[src/sv/saq_pkg.sv]
// Shared widths and the item record that travels down the shortest-arc pipeline.
package saq_pkg;

    localparam int IN_WIDTH      = 16;
    localparam int OUT_FRAC_BITS = 14;
    localparam int OUT_WIDTH     = 16;

    localparam int PROD_W = 2 * IN_WIDTH;        // signed products of two components
    localparam int LEN_W  = 2 * IN_WIDTH;        // squared length, unsigned
    localparam int CRS_W  = 2 * IN_WIDTH + 1;    // cross product component, signed
    localparam int DOT_W  = 2 * IN_WIDTH + 2;    // dot product, signed
    localparam int MAG_W  = 2 * IN_WIDTH + 1;    // magnitude of w or a cross component
    localparam int RT_W   = MAG_W + 1;           // square root width
    localparam int RAD_W  = 2 * RT_W;            // radicand width
    localparam int QW     = OUT_FRAC_BITS + 1;   // quotient bits
    localparam int NUM_W  = RT_W + OUT_FRAC_BITS + 2;

    localparam int IN_DATA_W  = ((6 * IN_WIDTH + 7) / 8) * 8;
    localparam int OUT_DATA_W = ((4 * OUT_WIDTH + 7) / 8) * 8;

    typedef struct packed {
        logic                          vld;
        logic                          ident;
        logic                          opp;
        logic signed [CRS_W-1:0]       cx;
        logic signed [CRS_W-1:0]       cy;
        logic signed [CRS_W-1:0]       cz;
        logic signed [DOT_W-1:0]       d;
        logic [RAD_W-1:0]              sq_x;
        logic [RT_W-1:0]               sq_root;
        logic [RT_W+1:0]               sq_rem;
        logic [3:0][MAG_W-1:0]         mag;    // w, |cx|, |cy|, |cz|
        logic [3:0]                    neg;
        logic [NUM_W-1:0]              dv;
        logic [3:0][NUM_W-1:0]         rem;
        logic [3:0][QW-1:0]            q;
    } t_item;

endpackage

[src/sv/saq_div_cell.sv]
// One cell of the divider chain: one quotient bit for all four lanes per stage.
module saq_div_cell (
    input  logic           i_clk,
    input  logic           i_rst_n,
    input  logic           i_en,
    input  saq_pkg::t_item i_item,
    output saq_pkg::t_item o_item
);

    saq_pkg::t_item r_item;
    saq_pkg::t_item n_item;

    always_comb begin
        n_item    = i_item;
        n_item.dv = i_item.dv >> 1;
        for (int l = 0; l < 4; l++) begin
            if (i_item.rem[l] >= i_item.dv) begin
                n_item.rem[l] = i_item.rem[l] - i_item.dv;
                n_item.q[l]   = {i_item.q[l][saq_pkg::QW-2:0], 1'b1};
            end else begin
                n_item.q[l]   = {i_item.q[l][saq_pkg::QW-2:0], 1'b0};
            end
        end
    end

    always_ff @(posedge i_clk) begin
        if (!i_rst_n) begin
            r_item.vld <= 1'b0;
        end else if (i_en) begin
            r_item <= n_item;
        end
    end

    assign o_item = r_item;

endmodule

[config.mk]
export PLATFORM = sky130hd
export DESIGN_NAME = saq_div_cell
export DESIGN_NICKNAME = d
export VERILOG_FILES = /design/src/sv/saq_pkg.sv /design/src/sv/saq_div_cell.sv
export SDC_FILE = /design/constraint.sdc
export NUM_CORES = 1
export LEC_CHECK = 0
export ABC_CLOCK_PERIOD_IN_PS = 23100
export BUFFER_PORTS_ARGS = -buffer_cell sky130_fd_sc_hd__buf_2
export CELL_PAD_IN_SITES_DETAIL_PLACEMENT = 1
export CELL_PAD_IN_SITES_GLOBAL_PLACEMENT = 1
export CORE_AREA = 2 2 555 557
export DETAILED_ROUTE_END_ITERATION = 8
export DIE_AREA = 0 0 557 559
export GPL_TIMING_DRIVEN = 0
export PLACE_DENSITY_LB_ADDON = 0.1
export SYNTH_ARGS = -nofsm -noshare
export SYNTH_HDL_FRONTEND = slang
export SYNTH_SLANG_ARGS = --single-unit
[constraint.sdc]
create_clock -name i_clk -period 23.1 [get_ports i_clk]
set_clock_uncertainty 0.15 [all_clocks]
set_input_delay 2.31 -clock i_clk [delete_from_list [all_inputs] [get_ports i_clk]]
set_output_delay 2.31 -clock i_clk [all_outputs]
set_load 0.1 [all_outputs]
**Word level (Yosys, flattened, before mapping)**

Index checks and enable logic that the tools add are counted.

- Register bits after elaboration: 719
- Input bits: 723

- Reductions and logical operators: 1
- $add $sub $neg: 4
- Muxes and demuxes: 8
- Magnitude comparators: 4

Operator list:

| kind | number |
|---|---|
| $ge A50 B50 Y1 | 4 |
| $mux W50 | 4 |
| $sub A50 B50 Y50 | 4 |
| $mux W1 | 4 |
| $reduce_and A2 Y1 | 1 |

**Logic depth before layout (Yosys ltp)**

Gate-level depths: netlist (run 1).

- Depth after elaboration: 2
- Depth in mapped cells: 16
- Mapped depth without buffers: 15

**Worst setup path before layout (run 1)**

OpenSTA, ideal clock, no wires.

- Kind: input to register
- Start: in i_en
- End: reg r_item, in the netlist o_item[0], enable pin
- Stages on the path: 1
- Buffers on the path: 0
- Slack: 3381 ps
- Arrival: 18393 ps
- Library setup time: 1176 ps
- Data required time: 21774 ps
- Cell sequence: and2_1

- Cells in the longest elaborated chain, start to end: 1

Ends and longest elaborated chain:

| element | RTL line | text |
|---|---|---|
| start: declaration | saq_div_cell.sv:5 | `input logic i_en,` |
| $reduce_and A2 Y1 (no line) | - |  |
| end signal: assignment | saq_div_cell.sv:30 | `r_item <= n_item;` |
| end: declaration | saq_div_cell.sv:10 | `saq_pkg::t_item r_item;` |

No other way between the ends.
A chain may end at the register's enable or synchronous reset.

==> reports/metrics.csv, run 1 <==
stage,metric,value,unit
synth,synth_edf_count,718,
final_layout,fill_cells,35200,
final_layout,multi_input_comb_area,0.0130,mm^2
floorplanning,dieWidth,557,um
pwr,leakagePower,20.7,nW
pwr,share_comb_of_total_power,31.9,%
timing,setup_tns,0,ns
floorplanning,ioPinCount,1443,
floorplanning,fp-row-count,203,
timing,timing.slew.headroom,23.3,%
setup_path,worstPathMaxFanout,10,
job,maxCapViolCount,0,
pwr,power_switching_share,41.3,%
timing,rsz0062_at_grt,no,
pwr,switching_power,1.99,mW
clock_network,clk_latency,0.78,ns
global_route,grt_max_degree,62,
final_layout,final_nets,5378,
timing,worst-slew-pin-transition,1.15,ns
clock_network,cts_tree,done,
clock_network,cts_hold_buf,0,
synth,yosysTopAreaCellShare,60.9,%
global_route,grt_antenna_before_repair,276,
final_layout,final_layout_size_suffix_gt1_share,36.8,%
place,detailed_place_hpwl,260,mm
clock_network,cts_buffer_depth,4,
routing,drt-wirelength-per-cell,34.3,um
routing,drt-vias-per-instance,3.67,
setup_path,r2r_slack,22.37,ns
synth,ys_seq_elements,719,
place,finalWeightedCongestion,0.909,
final_layout,finish.instance_area,0.0518,mm^2
timing,timing.final.crit_share,32.1,%
setup_path,critical_path.endpoint_type,flop,
timing,finalMaxSlewViolations,0,
place,portBuffers,1437,
synth,synthesis.instances,2886,
synth,synthFlopType,sky130_fd_sc_hd__edfxtp_1,
place,post-place-ws,14.36,ns
pwr,intPower,2.83,mW
final_layout,area_growth,46.2,%
final_layout,layout.area.seq,0.0216,mm^2
final_layout,final_core_utilization,17.0,%
floorplanning,fp.coreArea,0.305,mm^2
routing,drt_first_pass_iters,5,
synth,synth.top_cells.by_area,"sky130_fd_sc_hd__edfxtp_1 61%, sky130_fd_sc_hd__ha_1 7.1%, sky130_fd_sc_hd__a21oi_1 3.8%, sky130_fd_sc_hd__o21ai_0 3.4%, sky130_fd_sc_hd__nand2_1 3.2%",
pwr,part_of_the_power_in_registers,33.1,%
routing,vias,32000,
timing,final_hold_vios,0,
clock_network,cts.sinks,719,
final_layout,number_of_flip_flops_in_the_largest_register,719,
pwr,power_frac_clock,35.0,%
timing,max_freq,135,MHz
setup_path,worst-endpoint-arrival,7.69,ns
clock_network,clkTransAtPathRegs,0.05,ns
floorplanning,die_outline_area,0.311,mm^2
synth,synthesis.area,0.0354,mm^2
run_status,run_status,"finished, final reports clean",
global_route,grt_util_all_layers,18.5,%
timing,setup_slack,15.68,ns
timing,setup_violations,0,
clock_network,htree_num_levels,3,
synth,async_reset_ff_share,0,%
routing,wirelength,299,mm
routing,drc,0,
pwr,ir_drop,49.8,uV
setup_path,timing.critical_path.required,23.37,ns
setup_path,timing_worst_setup_path_type,input pin to flop,
place,dpl_cell_area,0.0481,mm^2
synth,synth.largest_area_cell,sky130_fd_sc_hd__edfxtp_1,
routing,dr.first_iter.drc_count,1866,
synth,syn_area_cell,12.3,um^2
clock_network,cts-root-buf,sky130_fd_sc_hd__clkbuf_16,
global_route,first_global_vias,33300,
synth,synth_nets,3813,
timing,finalWorstPathRequiredPeriod,7.42,ns
routing,drt.antenna.violating_nets,0,
pwr,power.density,93.2,mW/mm^2
clock_network,cts_inserted_buffers,112,
global_route,grt-ovfl-total,0,
floorplanning,floorplan.die.height,559,um
setup_path,critical_path.startpoint_type,input pin,
global_route,grt_first_pass_wirelength,373,mm
clock_network,post_cts.resized_instances,0,
timing,fin_hold_ws,0.363,ns
worst_hold_path,timing.hold.worst.class,flop to flop,
floorplanning,initial_core_util,11.6,%
clock_network,cts.repair_timing.setup_buffer_count,0,
synth,post_synthesis_cell_type_count,84,
synth,yosysWarnings,0,
synth,portion_of_the_post_synthesis_area_used_by_sequential_elements,60.9,%
synth_stat cells (all sizes together) (19+ instances only):
cell	number
ha	200
nor2b	24
mux2	28
xnor2	117
o21a	24
nand4	58
nand3	43
a21oi	276
a21o	116
o21bai	40
nand2	301
nand2b	19
o21ai	253
edfxtp	718
nor2	137
nor3	29
xor2	60
clkbuf	84
inv	116
a31oi	21
power by group through the flow:
stage               sequential (mW)  combinational [mW]  clock (mW)
CTS                            1.60                1.58        1.78
global placement               1.70                1.57           0
global route                   1.61                1.61        1.80
floorplan                      2.36               0.360           0
finish                         1.60                1.54        1.69
detailed placement             1.62                1.57           0
cells by family (layout without fill, tap and decap cells):
group | after synthesis | count (layout) | share of synthesized area, %
compound gates | 845 | 845 | 14.7
xor+xnor | 177 | 177 | 4.38
fa+ha+maj | 204 | 204 | 7.29
buf+inv | 216 | 1858 | 2.49
flops | 719 | 719 | 60.9
mux | 31 | 31 | 1.17
other cells | 1 | 84 | 0.0106
simple gates | 693 | 693 | 9.05
critical path, stage by stage:
cell and delay, ns:
sky130_fd_sc_hd__buf_2 0.10, sky130_fd_sc_hd__inv_1 0.54, sky130_fd_sc_hd__ha_1 0.47, sky130_fd_sc_hd__a21oi_1 0.31
sky130_fd_sc_hd__o21ai_0 0.22, sky130_fd_sc_hd__nor4_1 0.56, sky130_fd_sc_hd__nor2_1 0.23, sky130_fd_sc_hd__nand4_1 0.21
sky130_fd_sc_hd__a32oi_1 0.25, sky130_fd_sc_hd__a31oi_1 0.69, sky130_fd_sc_hd__clkbuf_1 0.55, sky130_fd_sc_hd__clkbuf_1 0.83
sky130_fd_sc_hd__o21ai_0 0.37
layout by cell type (no fill, tap or decap), drive strengths merged, types with 15 or more instances in the layout:
master | netlist | final
nand4 | 58 | 58
inv | 116 | 118
mux2 | 28 | 28
edfxtp | 718 | 718
a211oi | 15 | 15
o21a | 24 | 24
a21o | 116 | 116
o21ai | 253 | 253
nor3 | 29 | 29
clkbuf | 84 | 222
ha | 200 | 200
nand2 | 301 | 301
a21oi | 276 | 276
nand3 | 43 | 43
diode | 0 | 83
nand2b | 19 | 19
nor2b | 24 | 24
o21bai | 40 | 40
and3 | 16 | 16
buf | 15 | 1466
clkinv | 1 | 35
xnor2 | 117 | 117
xor2 | 60 | 60
o31ai | 16 | 16
and2 | 18 | 18
a31oi | 21 | 21
nor2 | 137 | 137
layer usage:
layer,global-route usage [%],share of wire [%],up-vias
li1,-,-,14100
met1,20.7,37,16100
met2,33.6,51,1229
met3,6.52,9.2,430
met4,3.78,2.3,166
met5,0,0.35,-
cell type report:
type | instances | share of cell area, %
Sequential cell | 719 | 41.7
Multi-Input combinational cell | 1951 | 25.0
Timing Repair Buffer | 1451 | 14.6
Tap cell | 4100 | 9.91
Clock buffer | 138 | 5.60
Clock inverter | 53 | 1.04
Buffer | 99 | 0.856
Inverter | 117 | 0.848
Antenna cell | 83 | 0.401
path summary, 6_finish.rpt:
kind	startpoint	endpoint	depth (start not counted)
min reg2reg	o_item[719]	o_item[719]	2
min	o_item[719]	o_item[719]	2
max reg2reg	o_item[719]	o_item[719]	2
max	i_item[281]	o_item[203]	13
stage by stage:
step	total power [mW]	instances
2_1_floorplan	2.72	2886
3_5_place_dp	3.19	8437
3_3_place_gp	3.27	8423
5_1_grt	5.02	8644
6_report	4.82	8711
4_1_cts	4.95	8628
Power figures use the tool's default switching activity.
==> run 2, diff against run 1 <==
Settings changed: ABC_AREA set to 1, ABC_CLOCK_PERIOD_IN_PS 23100 to 7000, CORE_AREA 2 2 555 557 to 2 2 565 567, DIE_AREA 0 0 557 559 to 0 0 567 569.
Clock period 23.1 ns to 7 ns, I/O delays scaled along.
==> reports/metrics.csv, run 2 <==
stage,metric,value,unit,change
synth,synthMuxAreaShare,0,%,was 1.17%
synth,portion_of_the_post_synthesis_area_used_by_sequential_elements,50.6,%,was 60.9%
setup_path,timing.critical_path.required,7.38,ns,was 23.37 ns
place,detailed_place_hpwl,314,mm,was 260 mm
synth,post_synth_fa_ha_maj_area_fraction,6.05,%,was 7.29%
place,portBuffers,1437,,unchanged
synth,synth_top_family_by_area,simple AND/OR/NAND/NOR gates,,was compound AO/OA/AOI/OAI gates
synth,post_synthesis_cell_type_count,43,,was 84
synth,synth_edf_count,718,,unchanged
floorplanning,fp.coreArea,0.317,mm^2,was 0.305 mm^2
clock_network,cts-root-buf,sky130_fd_sc_hd__clkbuf_16,,unchanged
final_layout,top_library_cells_by_usage_in_the_layout_fill_and_taps_aside,"1824 x sky130_fd_sc_hd__nand2_1, 1455 x sky130_fd_sc_hd__buf_2, 979 x sky130_fd_sc_hd__inv_1",,"was 1443 x sky130_fd_sc_hd__buf_2, 718 x sky130_fd_sc_hd__edfxtp_1, 301 x sky130_fd_sc_hd__nand2_1"
timing,setup_tns,0,ns,unchanged
synth,synth_nets,6000,,was 3813
synth,synthFlopType,sky130_fd_sc_hd__edfxtp_1,,unchanged
pwr,power.density,263,mW/mm^2,was 93.2 mW/mm^2
synth,synth.top_cells.by_count,"1825 x sky130_fd_sc_hd__nand2_1, 980 x sky130_fd_sc_hd__inv_1, 718 x sky130_fd_sc_hd__edfxtp_1",,"was 718 x sky130_fd_sc_hd__edfxtp_1, 301 x sky130_fd_sc_hd__nand2_1, 270 x sky130_fd_sc_hd__a21oi_1"
synth,syn_area_cell,8.41,um^2,was 12.3 um^2
final_layout,final_common_cell,sky130_fd_sc_hd__nand2_1,,was sky130_fd_sc_hd__buf_2
synth,synth.largest_area_cell,sky130_fd_sc_hd__edfxtp_1,,unchanged
setup_path,critical_path.endpoint_type,flop,,unchanged
worst_hold_path,timing.hold.worst.class,input pin to flop,,was flop to flop
synth,post_synth_and_or_nand_nor_area_fraction,27.4,%,was 9.05%
routing,drt.antenna.violating_nets,0,,unchanged
timing,timing.slew.headroom,15.6,%,was 23.3%
clock_network,cts.sinks,719,,unchanged
routing,drt-wirelength-per-cell,31.6,um,was 34.3 um
setup_path,timing_worst_setup_path_type,input pin to flop,,unchanged
routing,drc,0,,unchanged
global_route,grt_antenna_before_repair,163,,was 276
global_route,grt_first_pass_wirelength,464,mm,was 373 mm
global_route,grt_util_all_layers,21.9,%,was 18.5%
timing,rsz0062_at_grt,no,,unchanged
job,maxCapViolCount,0,,unchanged
routing,vias,43500,,was 32000
timing,max_freq,208,MHz,
final_layout,number_of_flip_flops_in_the_largest_register,719,,unchanged
synth,synth-compound-area-share,3.68,%,was 14.7%
setup_path,worst-endpoint-arrival,5.18,ns,was 7.69 ns
setup_path,worst_r2r_startpoint,o_item[719],,unchanged
timing,worst-slew-pin-transition,1.26,ns,was 1.15 ns
worst_hold_path,hold_start,i_item[191],,was o_item[719]
timing,fin_hold_ws,0.116,ns,was 0.363 ns
final_layout,final_layout_size_suffix_gt1_share,25.0,%,was 36.8%
timing,final_hold_vios,0,,unchanged
place,dpl_cell_area,0.0556,mm^2,was 0.0481 mm^2
routing,wirelength,363,mm,was 299 mm
clock_network,cts_inserted_buffers,107,,was 112
floorplanning,initial_core_util,13.5,%,was 11.6%
final_layout,finish.instance_area,0.0643,mm^2,was 0.0518 mm^2
routing,drt-vias-per-instance,3.79,,was 3.67
pwr,total_power_draw,16.9,mW,was 4.82 mW
floorplanning,floorplan.die.height,569,um,was 559 um
final_layout,area_growth,50.7,%,was 46.2%
global_route,grt_max_degree,41,,was 62
floorplanning,dieWidth,567,um,was 557 um
routing,dr.first_iter.drc_count,2619,,was 1866
routing,drt_first_pass_iters,8,,was 5
place,finalWeightedCongestion,0.950,,was 0.909
clock_network,cts_buffer_depth,4,,unchanged
synth,ys_seq_elements,719,,unchanged
floorplanning,die_outline_area,0.323,mm^2,was 0.311 mm^2
timing,timing.final.crit_share,68.6,%,
timing,finalWorstPathRequiredPeriod,4.80,ns,
synth,synthesis.instances,5073,,was 2886
synth,synth.top_cells.by_area,"sky130_fd_sc_hd__edfxtp_1 51%, sky130_fd_sc_hd__nand2_1 16%, sky130_fd_sc_hd__inv_1 8.6%, sky130_fd_sc_hd__ha_1 5.9%, sky130_fd_sc_hd__nor2_1 2.7%",,"was sky130_fd_sc_hd__edfxtp_1 61%, sky130_fd_sc_hd__ha_1 7.1%, sky130_fd_sc_hd__a21oi_1 3.8%, sky130_fd_sc_hd__o21ai_0 3.4%, sky130_fd_sc_hd__nand2_1 3.2%"
global_route,grt-ovfl-total,0,,unchanged
synth,synth_xor_xnor_area_share,2.36,%,was 4.38%
synth,yosys.cell_count.top_type,sky130_fd_sc_hd__nand2_1,,was sky130_fd_sc_hd__edfxtp_1
final_layout,final_nets,8084,,was 5378
timing,finalMaxSlewViolations,0,,unchanged
timing,setup_violations,0,,unchanged
setup_path,critical_path.startpoint_type,input pin,,unchanged
setup_path,timing.critical_path.from,i_item[279],,was i_item[281]
final_layout,final_core_utilization,20.3,%,was 17.0%
floorplanning,fp-row-count,207,,was 203
clock_network,clk_latency,0.80,ns,was 0.78 ns
synth,yosysWarnings,0,,unchanged
synth,async_reset_ff_share,0,%,unchanged
setup_path,worstPathMaxFanout,10,,unchanged
pwr,leakagePower,30.3,nW,was 20.7 nW
run_status,run_status,"finished, final reports clean",,unchanged
pwr,ir_drop,219,uV,was 49.8 uV
clock_network,htree_num_levels,3,,unchanged
final_layout,fill_cells,37600,,was 35200
global_route,first_global_vias,44700,,was 33300
clock_network,clkTransAtPathRegs,0.06,ns,was 0.05 ns
synth,yosysTopAreaCellShare,50.5,%,was 60.9%
synth,synthesis.area,0.0427,mm^2,was 0.0354 mm^2
clock_network,cts_tree,done,,unchanged
floorplanning,ioPinCount,1443,,unchanged
run 2: cell type report:
| cell class | count | area (um^2) | share of cell area, % |
|---|---|---|---|
| flip-flops and latches | 719 | 21600 | 33.6 |
| multi-input cells | 3286 | 16900 | 26.3 |
| repair buffers | 1975 | 12800 | 19.9 |
| well taps | 4180 | 5230 | 8.14 |
| inverters | 1011 | 3800 | 5.91 |
| clock buffers | 127 | 2770 | 4.32 |
| clock inverters | 65 | 648 | 1.01 |
| plain buffers | 57 | 422 | 0.656 |
| diodes | 58 | 145 | 0.226 |
run 2: metrics by stage:
step / setup slack [ns] / instances
floorplan: -5.11 / 5073
global placement: -13.90 / 10700
detailed placement: 1.74 / 10700
CTS: 2.03 / 11400
global route: 2.08 / 11400
finish: 2.20 / 11500
run 2: power by group:
| part | internal, mW | switching [mW] |
|---|---|---|
| combinational | 1.18 | 4.82 |
| clock | 3.19 | 2.38 |
| sequential | 5.16 | 0.154 |
| total | 9.53 | 7.35 |
run 2: cell families (layout without fill, tap and decap cells):
family          Yosys count  after routing
other cells               1             59
buf+inv                1068           3235
xor+xnor                115            115
simple gates           2683           2683
fa+ha+maj               204            204
compound gates          283            283
flops                   719            719
run 2: routing by layer:
layer,vias up,wire length (um),global-route usage (%)
met4,48,10700,5.80
li1,20400,-,-
met5,-,327,0
met3,305,17700,3.94
met2,1356,180000,38.7
met1,21300,154000,27.1
run 2: repair_timing:
action | CTS | global route
hold buffers | 515 | 0
endpoints found under the hold margin | 514 | 0
gates resized for setup | 0 | 0
buffers inserted | 0 | 0
run 2: worst paths after layout:
kind | slack (ns) | endpoint | depth (start not counted)
hold / removal | 0.12 | o_item[191] | 3
setup reg to reg | 5.63 | o_item[719] | 3
setup / recovery | 2.20 | o_item[66] | 16
hold reg to reg | 0.97 | o_item[719] | 3
run 2: critical path, cell delays in order:
cell and delay, ns:
sky130_fd_sc_hd__dlygate4sd3_1 0.64, sky130_fd_sc_hd__buf_2 0.17, sky130_fd_sc_hd__inv_1 0.80, sky130_fd_sc_hd__ha_1 0.45
sky130_fd_sc_hd__nand2_1 0.08, sky130_fd_sc_hd__nand2_1 0.09, sky130_fd_sc_hd__nand2_1 0.07, sky130_fd_sc_hd__nand2_1 0.10
sky130_fd_sc_hd__nand2_1 0.08, sky130_fd_sc_hd__nand2_1 0.07, sky130_fd_sc_hd__nand2_1 0.08, sky130_fd_sc_hd__nand2_1 0.13
sky130_fd_sc_hd__a21oi_4 0.44, sky130_fd_sc_hd__nand3_4 0.24, sky130_fd_sc_hd__buf_2 0.27, sky130_fd_sc_hd__o21ai_0 0.66
